**config.mk**
```make
export PLATFORM = sky130hd
export DESIGN_NAME = websocket_url_validator_top
export DESIGN_NICKNAME = d
export VERILOG_FILES = /design/src/hw/rtl/wsuv_pkg.sv /design/src/hw/rtl/websocket_url_validator_top.sv /design/src/hw/rtl/wsuv_parser.sv
export VERILOG_INCLUDE_DIRS = /design/src /design/src/hw/rtl
export SDC_FILE = /design/constraint.sdc
export NUM_CORES = 1
export LEC_CHECK = 0
export BUFFER_PORTS_ARGS = -buffer_cell sky130_fd_sc_hd__buf_2
export CAP_MARGIN = 10
export CORE_MARGIN = 2
export CORE_UTILIZATION = 64
export DETAILED_ROUTE_END_ITERATION = 8
export PLACE_DENSITY = 0.84
export SYNTH_ARGS = -nofsm -noshare
export SYNTH_HDL_FRONTEND = slang
export SYNTH_SLANG_ARGS = --single-unit
```
**constraint.sdc**
```tcl
create_clock -name i_clk -period 11.8 [get_ports i_clk]
set_input_delay 1.18 -clock i_clk [delete_from_list [all_inputs] [get_ports i_clk]]
set_output_delay 1.18 -clock i_clk [all_outputs]
set_load 0.02 [all_outputs]
```
**src/hw/rtl/assert_macros.svh**
```systemverilog
// Assertion helpers; every check is clocked and masked while reset is low.
`ifndef ASSERT_MACROS_SVH
`define ASSERT_MACROS_SVH

// The antecedent holds, so the consequent must hold in the same cycle.
`define WSUV_ASSERT_SAME(label, clk, rst_n, ante, cons, msg) \
    label: assert property (@(posedge clk) disable iff (!rst_n) (ante) |-> (cons)) \
        else $error(msg);

// The antecedent holds, so the consequent must hold in the next cycle.
`define WSUV_ASSERT_NEXT(label, clk, rst_n, ante, cons, msg) \
    label: assert property (@(posedge clk) disable iff (!rst_n) (ante) |=> (cons)) \
        else $error(msg);

`endif

```
**src/hw/rtl/wsuv_pkg.sv**
```systemverilog
`timescale 1ns / 1ps

package wsuv_pkg;

    localparam int unsigned LIMIT_W = 11;

    localparam logic [LIMIT_W-1:0] LIMIT_RESET = 11'd512;
    localparam logic [LIMIT_W-1:0] LIMIT_CAP   = 11'd1024;
    localparam logic [LIMIT_W-1:0] COUNT_SAT   = 11'd1025;

    localparam logic [3:0] PATH_LEN = 4'd13;

    // Result item as it leaves the parser.
    typedef struct packed {
        logic        url_valid;
        logic        secure_scheme;
        logic        port_given;
        logic [15:0] port_number;
    } t_verdict;

    // Expected path text "/v1/device/ws", one character per index.
    function automatic logic [7:0] path_char(input logic [3:0] idx);
        logic [7:0] c;
        unique case (idx)
            4'd0:    c = 8'h2f; // '/'
            4'd1:    c = 8'h76; // 'v'
            4'd2:    c = 8'h31; // '1'
            4'd3:    c = 8'h2f; // '/'
            4'd4:    c = 8'h64; // 'd'
            4'd5:    c = 8'h65; // 'e'
            4'd6:    c = 8'h76; // 'v'
            4'd7:    c = 8'h69; // 'i'
            4'd8:    c = 8'h63; // 'c'
            4'd9:    c = 8'h65; // 'e'
            4'd10:   c = 8'h2f; // '/'
            4'd11:   c = 8'h77; // 'w'
            4'd12:   c = 8'h73; // 's'
            default: c = 8'h00;
        endcase
        return c;
    endfunction

endpackage

```
**src/hw/rtl/websocket_url_validator_top.sv**
```systemverilog
`timescale 1ns / 1ps
`include "assert_macros.svh"

// WebSocket endpoint URL checker. Bytes of a URL enter on the slave stream, one per
// cycle while o_s_tready is high, with tlast on the final byte. Each byte goes through
// an input register and one pass of the grammar logic, and the verdict for a URL is
// registered in the result register when its last byte leaves the input register.
// Non-final bytes give no output. A stall on the master side holds only a URL end
// that finds the result register still full. The length limit is written through
// the configuration port (reset 512, values above 1024 act as 1024) and must only
// change between URLs.
module websocket_url_validator_top import wsuv_pkg::*; (
    input  logic               i_clk,
    input  logic               i_rst_n,
    input  logic               i_cfg_wr_en,
    input  logic [LIMIT_W-1:0] i_cfg_wr_data,
    input  logic               i_s_tvalid,
    output logic               o_s_tready,
    input  logic [7:0]         i_s_tdata,  // [7:0] url_byte
    input  logic               i_s_tlast,  // last_byte
    output logic               o_m_tvalid,
    input  logic               i_m_tready,
    // [0] url_valid, [1] secure_scheme, [2] port_given, [18:3] port_number, [23:19] zero
    output logic [23:0]        o_m_tdata
);

    logic [LIMIT_W-1:0] r_limit;
    logic               r_in_valid;
    logic [7:0]         r_in_byte;
    logic               r_in_last;
    logic               r_out_valid;
    t_verdict           r_out_data;

    logic               w_advance;
    logic [LIMIT_W-1:0] w_limit;
    t_verdict           w_verdict;

    assign w_limit   = (r_limit > LIMIT_CAP) ? LIMIT_CAP : r_limit;
    // A final byte needs room in the result register; others always move on.
    assign w_advance = r_in_valid && (!r_in_last || !r_out_valid || i_m_tready);
    assign o_s_tready = !r_in_valid || w_advance;

    wsuv_parser u_parser (
        .i_clk     (i_clk),
        .i_rst_n   (i_rst_n),
        .i_step    (w_advance),
        .i_byte    (r_in_byte),
        .i_last    (r_in_last),
        .i_limit   (w_limit),
        .o_verdict (w_verdict)
    );

    always_ff @(posedge i_clk) begin
        if (!i_rst_n) begin
            r_limit <= LIMIT_RESET;
        end else if (i_cfg_wr_en) begin
            r_limit <= i_cfg_wr_data;
        end
    end

    always_ff @(posedge i_clk) begin
        if (!i_rst_n) begin
            r_in_valid <= 1'b0;
        end else if (o_s_tready) begin
            r_in_valid <= i_s_tvalid;
        end
    end

    always_ff @(posedge i_clk) begin
        if (i_s_tvalid && o_s_tready) begin
            r_in_byte <= i_s_tdata;
            r_in_last <= i_s_tlast;
        end
    end

    always_ff @(posedge i_clk) begin
        if (!i_rst_n) begin
            r_out_valid <= 1'b0;
        end else if (w_advance && r_in_last) begin
            r_out_valid <= 1'b1;
        end else if (i_m_tready) begin
            r_out_valid <= 1'b0;
        end
    end

    always_ff @(posedge i_clk) begin
        if (w_advance && r_in_last) begin
            r_out_data <= w_verdict;
        end
    end

    assign o_m_tvalid = r_out_valid;
    assign o_m_tdata  = {5'd0, r_out_data.port_number, r_out_data.port_given,
                         r_out_data.secure_scheme, r_out_data.url_valid};

    `WSUV_ASSERT_SAME(a_reject_fields_zero, i_clk, i_rst_n, r_out_valid && !r_out_data.url_valid, !r_out_data.secure_scheme && !r_out_data.port_given && r_out_data.port_number == 16'd0, "rejected verdict carries nonzero fields")
    `WSUV_ASSERT_SAME(a_port_nonzero, i_clk, i_rst_n, r_out_valid && r_out_data.port_given, r_out_data.port_number != 16'd0 && r_out_data.url_valid, "given port is zero or verdict invalid")
    `WSUV_ASSERT_NEXT(a_last_waits, i_clk, i_rst_n, r_in_valid && r_in_last && r_out_valid && !i_m_tready, r_in_valid && r_in_last && r_out_valid, "final byte lost while result stalled")

endmodule

```
**src/hw/rtl/wsuv_parser.sv**
```systemverilog
`timescale 1ns / 1ps
`include "assert_macros.svh"

module wsuv_parser import wsuv_pkg::*; (
    input  logic               i_clk,
    input  logic               i_rst_n,
    input  logic               i_step,
    input  logic [7:0]         i_byte,
    input  logic               i_last,
    input  logic [LIMIT_W-1:0] i_limit,
    output t_verdict           o_verdict
);

    localparam logic [3:0] PH_W1    = 4'd0;
    localparam logic [3:0] PH_S1    = 4'd1;
    localparam logic [3:0] PH_S2    = 4'd2;
    localparam logic [3:0] PH_COLON = 4'd3;
    localparam logic [3:0] PH_SL1   = 4'd4;
    localparam logic [3:0] PH_SL2   = 4'd5;
    localparam logic [3:0] PH_HOST  = 4'd6;
    localparam logic [3:0] PH_PORT  = 4'd7;
    localparam logic [3:0] PH_PATH  = 4'd8;

    localparam logic [7:0] CH_W     = 8'h77;
    localparam logic [7:0] CH_S     = 8'h73;
    localparam logic [7:0] CH_COLON = 8'h3a;
    localparam logic [7:0] CH_SLASH = 8'h2f;
    localparam logic [7:0] CH_BSL   = 8'h5c;
    localparam logic [7:0] CH_AT    = 8'h40;
    localparam logic [7:0] CH_QUEST = 8'h3f;
    localparam logic [7:0] CH_HASH  = 8'h23;
    localparam logic [7:0] CH_LBRK  = 8'h5b;
    localparam logic [7:0] CH_RBRK  = 8'h5d;
    localparam logic [7:0] CH_SPACE = 8'h20;
    localparam logic [7:0] CH_DEL   = 8'h7f;
    localparam logic [7:0] CH_ZERO  = 8'h30;
    localparam logic [7:0] CH_NINE  = 8'h39;

    localparam logic [19:0] PORT_MAX = 20'd65535;

    logic [3:0]         r_phase;
    logic [LIMIT_W-1:0] r_count;
    logic [16:0]        r_port_acc;
    logic               r_host_seen;
    logic               r_digit_seen;
    logic [3:0]         r_path_idx;
    logic               r_rejected;
    logic               r_wss;

    logic [3:0]         n_phase;
    logic [LIMIT_W-1:0] n_count;
    logic [16:0]        n_port_acc;
    logic               n_host_seen;
    logic               n_digit_seen;
    logic [3:0]         n_path_idx;
    logic               n_rejected;
    logic               n_wss;

    // State after this byte, before the end-of-URL clear.
    logic [3:0]         p_phase;
    logic [LIMIT_W-1:0] p_count;
    logic [16:0]        p_port_acc;
    logic               p_host_seen;
    logic               p_digit_seen;
    logic [3:0]         p_path_idx;
    logic               p_rejected;
    logic               p_wss;

    logic [19:0] port_next;
    logic        is_digit;
    logic        host_ok;
    logic        ok;

    assign is_digit  = (i_byte >= CH_ZERO) && (i_byte <= CH_NINE);
    // acc * 10 + digit
    assign port_next = ({3'b000, r_port_acc} << 3) + ({3'b000, r_port_acc} << 1)
                     + {12'd0, i_byte - CH_ZERO};
    assign host_ok   = (i_byte > CH_SPACE) && (i_byte < CH_DEL)
                     && (i_byte != CH_SLASH) && (i_byte != CH_BSL) && (i_byte != CH_AT)
                     && (i_byte != CH_QUEST) && (i_byte != CH_HASH)
                     && (i_byte != CH_LBRK) && (i_byte != CH_RBRK);

    always_comb begin
        p_phase      = r_phase;
        p_count      = r_count;
        p_port_acc   = r_port_acc;
        p_host_seen  = r_host_seen;
        p_digit_seen = r_digit_seen;
        p_path_idx   = r_path_idx;
        p_rejected   = r_rejected;
        p_wss        = r_wss;

        if (r_count < COUNT_SAT) begin
            p_count = r_count + 11'd1;
        end

        if (!r_rejected) begin
            unique case (r_phase)
                PH_W1: begin
                    if (i_byte == CH_W) p_phase = PH_S1;
                    else p_rejected = 1'b1;
                end
                PH_S1: begin
                    if (i_byte == CH_S) p_phase = PH_S2;
                    else p_rejected = 1'b1;
                end
                PH_S2: begin
                    if (i_byte == CH_COLON) begin
                        p_phase = PH_SL1;
                    end else if (i_byte == CH_S) begin
                        p_wss   = 1'b1;
                        p_phase = PH_COLON;
                    end else begin
                        p_rejected = 1'b1;
                    end
                end
                PH_COLON: begin
                    if (i_byte == CH_COLON) p_phase = PH_SL1;
                    else p_rejected = 1'b1;
                end
                PH_SL1: begin
                    if (i_byte == CH_SLASH) p_phase = PH_SL2;
                    else p_rejected = 1'b1;
                end
                PH_SL2: begin
                    if (i_byte == CH_SLASH) p_phase = PH_HOST;
                    else p_rejected = 1'b1;
                end
                PH_HOST: begin
                    if (i_byte == CH_COLON || i_byte == CH_SLASH) begin
                        if (!r_host_seen) begin
                            p_rejected = 1'b1;
                        end else if (i_byte == CH_COLON) begin
                            p_phase = PH_PORT;
                        end else begin
                            p_phase    = PH_PATH;
                            p_path_idx = 4'd1;
                        end
                    end else if (host_ok) begin
                        p_host_seen = 1'b1;
                    end else begin
                        p_rejected = 1'b1;
                    end
                end
                PH_PORT: begin
                    if (is_digit) begin
                        if (port_next > PORT_MAX) begin
                            p_rejected = 1'b1;
                        end else begin
                            p_port_acc   = port_next[16:0];
                            p_digit_seen = 1'b1;
                        end
                    end else if (i_byte == CH_SLASH && r_digit_seen && r_port_acc != 17'd0) begin
                        p_phase    = PH_PATH;
                        p_path_idx = 4'd1;
                    end else begin
                        p_rejected = 1'b1;
                    end
                end
                PH_PATH: begin
                    if (r_path_idx < PATH_LEN && i_byte == path_char(r_path_idx)) begin
                        p_path_idx = r_path_idx + 4'd1;
                    end else begin
                        p_rejected = 1'b1;
                    end
                end
                default: p_rejected = 1'b1;
            endcase
        end

        ok = !p_rejected && (p_phase == PH_PATH) && (p_path_idx == PATH_LEN)
           && (p_count <= i_limit);
        o_verdict.url_valid     = ok;
        o_verdict.secure_scheme = ok && p_wss;
        o_verdict.port_given    = ok && p_digit_seen;
        o_verdict.port_number   = (ok && p_digit_seen) ? p_port_acc[15:0] : 16'd0;

        if (i_last) begin
            n_phase      = PH_W1;
            n_count      = '0;
            n_port_acc   = '0;
            n_host_seen  = 1'b0;
            n_digit_seen = 1'b0;
            n_path_idx   = '0;
            n_rejected   = 1'b0;
            n_wss        = 1'b0;
        end else begin
            n_phase      = p_phase;
            n_count      = p_count;
            n_port_acc   = p_port_acc;
            n_host_seen  = p_host_seen;
            n_digit_seen = p_digit_seen;
            n_path_idx   = p_path_idx;
            n_rejected   = p_rejected;
            n_wss        = p_wss;
        end
    end

    always_ff @(posedge i_clk) begin
        if (!i_rst_n) begin
            r_phase      <= PH_W1;
            r_count      <= '0;
            r_port_acc   <= '0;
            r_host_seen  <= 1'b0;
            r_digit_seen <= 1'b0;
            r_path_idx   <= '0;
            r_rejected   <= 1'b0;
            r_wss        <= 1'b0;
        end else if (i_step) begin
            r_phase      <= n_phase;
            r_count      <= n_count;
            r_port_acc   <= n_port_acc;
            r_host_seen  <= n_host_seen;
            r_digit_seen <= n_digit_seen;
            r_path_idx   <= n_path_idx;
            r_rejected   <= n_rejected;
            r_wss        <= n_wss;
        end
    end

    `WSUV_ASSERT_NEXT(a_clear_after_last, i_clk, i_rst_n, i_step && i_last, r_phase == PH_W1 && r_count == '0 && !r_rejected, "parse state not cleared after last byte")
    `WSUV_ASSERT_SAME(a_port_in_range, i_clk, i_rst_n, r_digit_seen, r_port_acc <= 17'd65535 && r_phase == PH_PORT || r_phase == PH_PATH || r_rejected, "port accumulator out of range or phase mismatch")

endmodule

```
==> results.cfg <==
[route]
wl_met1_um = 6250
ant_nets = 0
drt-pass1-iter-count = 5
drc_errors = 0
via_per_inst = 6.06
wl_per_cell_um = 16.3
initialDrtViolationCount = 308
vias = 5128
wl_um = 13800
wl_met2_um = 6520
route.top_layer_used = met4
routed-wl-met3_um = 733

[timing]
drv_slew = 0
rsz0062_at_grt = false
maxSlewHeadroom = 0.211
setup_tns_ns = 0
setup_viol = 0
fin_worst_skew_ns = 0.0129
period_share = 0.387
min_period_ns = 4.57
worst_pin_slew_ns = 1.18
hold_viol_final = 0
fmax_mhz = 219

[pwr]
powerDensity_nw_per_um2 = 88.8
p_leak_uw = 0.00278
finalPower_uw = 590
ir_drop_mv = 0.0620

[global_routing]
grtUsageTotal = 0.282
antenna_found_initial = 0
overflow = 0
grt_max_degree = 39
grt_pass1_vias = 4889
grt_pass1_wl_um = 23400

[final_layout]
n_antenna_cell = 0
drive_above_1_share = 0.134
nFillCells = 733
area.growth.synth_to_final_pct = 6.82
nets = 798
finalNonFillerCells = 846

[synthesis]
synth_compound_area_frac = 0.196
synth_area_um2 = 6220
ys_warn_count = 0
syn_area_per_cell_um2 = 9.07
yosys.area_share.xor_xnor = 0.0437
synth.area.mux_share = 0.0328
ys.flop_type = dfxtp_1
yosysTopAreaCell = dfxtp_1
synth_top_family_by_area = simple AND/OR/NAND/NOR gates
post_synth_and_or_nand_nor_area_fraction = 0.216
async_reset_ff_frac = 0
synth_seq_area_share = 0.328
yosys_register_bits = 88
yosysTopAreaCellShare = 0.193
synthCells = 686
synth_area_leaders = dfxtp_1, edfxtp_1, ha_1, nand2_1, nor2b_1
synth_adder_area_share = 0.130
synth_cell_types = 86
synth_edf_count = 28

[critical_path]
worstPathRequired_ns = 12.11
endpoint_kind = flop
reg2reg_slack_ns = 7.23
path_max_fanout = 37
reg2reg_from = r_in_byte[4]$_DFFE_PP_
startpoint_type = flop
startpoint = r_in_byte[4]$_DFFE_PP_
cp-endpoint = u_parser.r_port_acc[8]$_SDFFE_PN0P_
path_class = reg2reg
worstPathArrival_ns = 4.88
timing.rr.end = u_parser.r_port_acc[8]$_SDFFE_PN0P_
rr_worst_depth = 14

[floorplanning]
die_area_um2 = 10500
core.rowCount = 35
die_h_um = 103
initial_utilization = 0.667
core-area_um2 = 9330
io_pins = 51
die_w_um = 103

[worst_hold_path]
hp-class = reg2reg

[place]
hpwlAfterDp_um = 10200
io_buffers = 45
place_inst = 830
gp_congestion = 0.936

[outcome]
outcome = completed

[clock_network]
numCtsBuffers = 9
clock_latency_ns = 0.36
cts_resized = 0
root_buffer = clkbuf_8
post_cts_buffers = 0
clkTransAtPathRegs_ns = 0.09
cts_buffer_depth = 2
tritoncts = built
clock_sinks = 88
htree_levels = 3
cts_hold_buffers = 0

[run]
cap_violations = 0
## Yosys cell counts, types with 5 or more instances
library cell	instances
nor3_1	7
mux2i_1	17
nand3b_1	19
and3_1	9
buf_2	9
nand2b_1	11
and2_1	8
edfxtp_1	28
or3_1	5
o21a_1	8
nand3_1	14
nand2_1	60
xnor2_1	17
a31oi_1	6
a21oi_2	6
a22oi_1	12
ha_1	55
nor4_1	8
o21ai_0	30
a22o_1	9
o2bb2ai_1	6
inv_1	36
clkbuf_1	16
buf_4	6
nor2b_1	31
xor2_1	14
dfxtp_1	60
fa_1	6
a21oi_1	37
nor2_1	40
## where the power goes
group          switching [uW]  internal [uW]  leakage, uW
Clock                     111           98.0    0.0000991
Combinational            32.7           21.9      0.00189
Sequential               9.39            317     0.000788
## sequential cells by signal, summed over array words and instances (netlist names), named ones only
name                   count
r_in_last                  1
u_parser.r_phase           4
r_in_byte                  8
u_parser.r_count          11
o_m_tvalid                 1
o_m_tdata                 19
u_parser.r_path_idx        4
r_limit                   11
u_parser.r_digit_seen      1
u_parser.r_wss             1
r_in_valid                 1
u_parser.r_host_seen       1
u_parser.r_port_acc       17
u_parser.r_rejected        1
## per-layer routing
metal	vias to the layer above	GRT usage
met3	30	0.0475
met5	-	0
met1	2411	0.371
li1	2518	-
met2	169	0.465
met4	0	0.107
## critical path, cell delays in order (launching register included)
cell and delay [ns]:
edfxtp_1 0.52, ha_1 0.32, xor2_1 0.18, fa_1 0.50, inv_1 0.05, ha_1 0.21
a21oi_1 0.26, o21ai_0 0.21, nor4b_1 0.47, nor3_1 0.12, o32ai_1 0.53, nor4_4 0.05
buf_4 0.25, o21ai_2 0.60, a22o_1 0.25
## placed cells by master (no fill, tap or decap), drive strengths merged, types with 28 or more instances in the layout
master  instances
o21ai          33
inv            40
buf            46
edfxtp         28
ha             55
dfxtp          60
nand2          61
a21oi          43
nor2           44
nor2b          31
## final cells by class
class	instances	area, um2	share of cell area
clock inverters	7	68.8	0.0104
inverters	39	146	0.0220
well taps	129	161	0.0243
flip-flops and latches	88	2040	0.307
repair buffers	46	233	0.0350
multi-input cells	528	3870	0.582
clock buffers	9	124	0.0186
## stage by stage
stage               worst slack, ns   util  hold WS [ns]  area [um2]
floorplan                      7.95      -         0.437        6230
global placement               7.52  0.692         0.451        6450
detailed placement             7.31  0.692         0.454        6450
CTS                            7.29  0.712         0.477        6640
global route                   6.86  0.712         0.520        6640
finish                         7.23  0.712         0.476        6640
## worst min path at each step
| stage | from | endpoint | slack, ns | cells past startpoint |
|---|---|---|---|---|
| after floorplan | u_parser.r_wss$_SDFFE_PN0P_ | u_parser.r_wss$_SDFFE_PN0P_ | 0.44 | 2 |
| after detailed placement | u_parser.r_wss$_SDFFE_PN0P_ | u_parser.r_wss$_SDFFE_PN0P_ | 0.45 | 2 |
| after CTS | u_parser.r_wss$_SDFFE_PN0P_ | u_parser.r_wss$_SDFFE_PN0P_ | 0.48 | 2 |
| after global placement | u_parser.r_wss$_SDFFE_PN0P_ | u_parser.r_wss$_SDFFE_PN0P_ | 0.45 | 2 |
| final | u_parser.r_wss$_SDFFE_PN0P_ | u_parser.r_wss$_SDFFE_PN0P_ | 0.48 | 2 |
| after global routing | u_parser.r_wss$_SDFFE_PN0P_ | u_parser.r_wss$_SDFFE_PN0P_ | 0.52 | 2 |
## logic make-up (layout without fill, tap and decap cells)
group | Yosys count | count (layout)
XOR/XNOR | 31 | 31
adder cells (fa/ha/maj) | 61 | 61
buffers and inverters | 74 | 101
AND/OR/NAND/NOR | 243 | 243
multiplexers | 20 | 20
AO/OA/AOI/OAI | 168 | 168
other | 1 | 5
flip-flops | 88 | 88
Note: power is estimated with default switching activity, not from simulation.
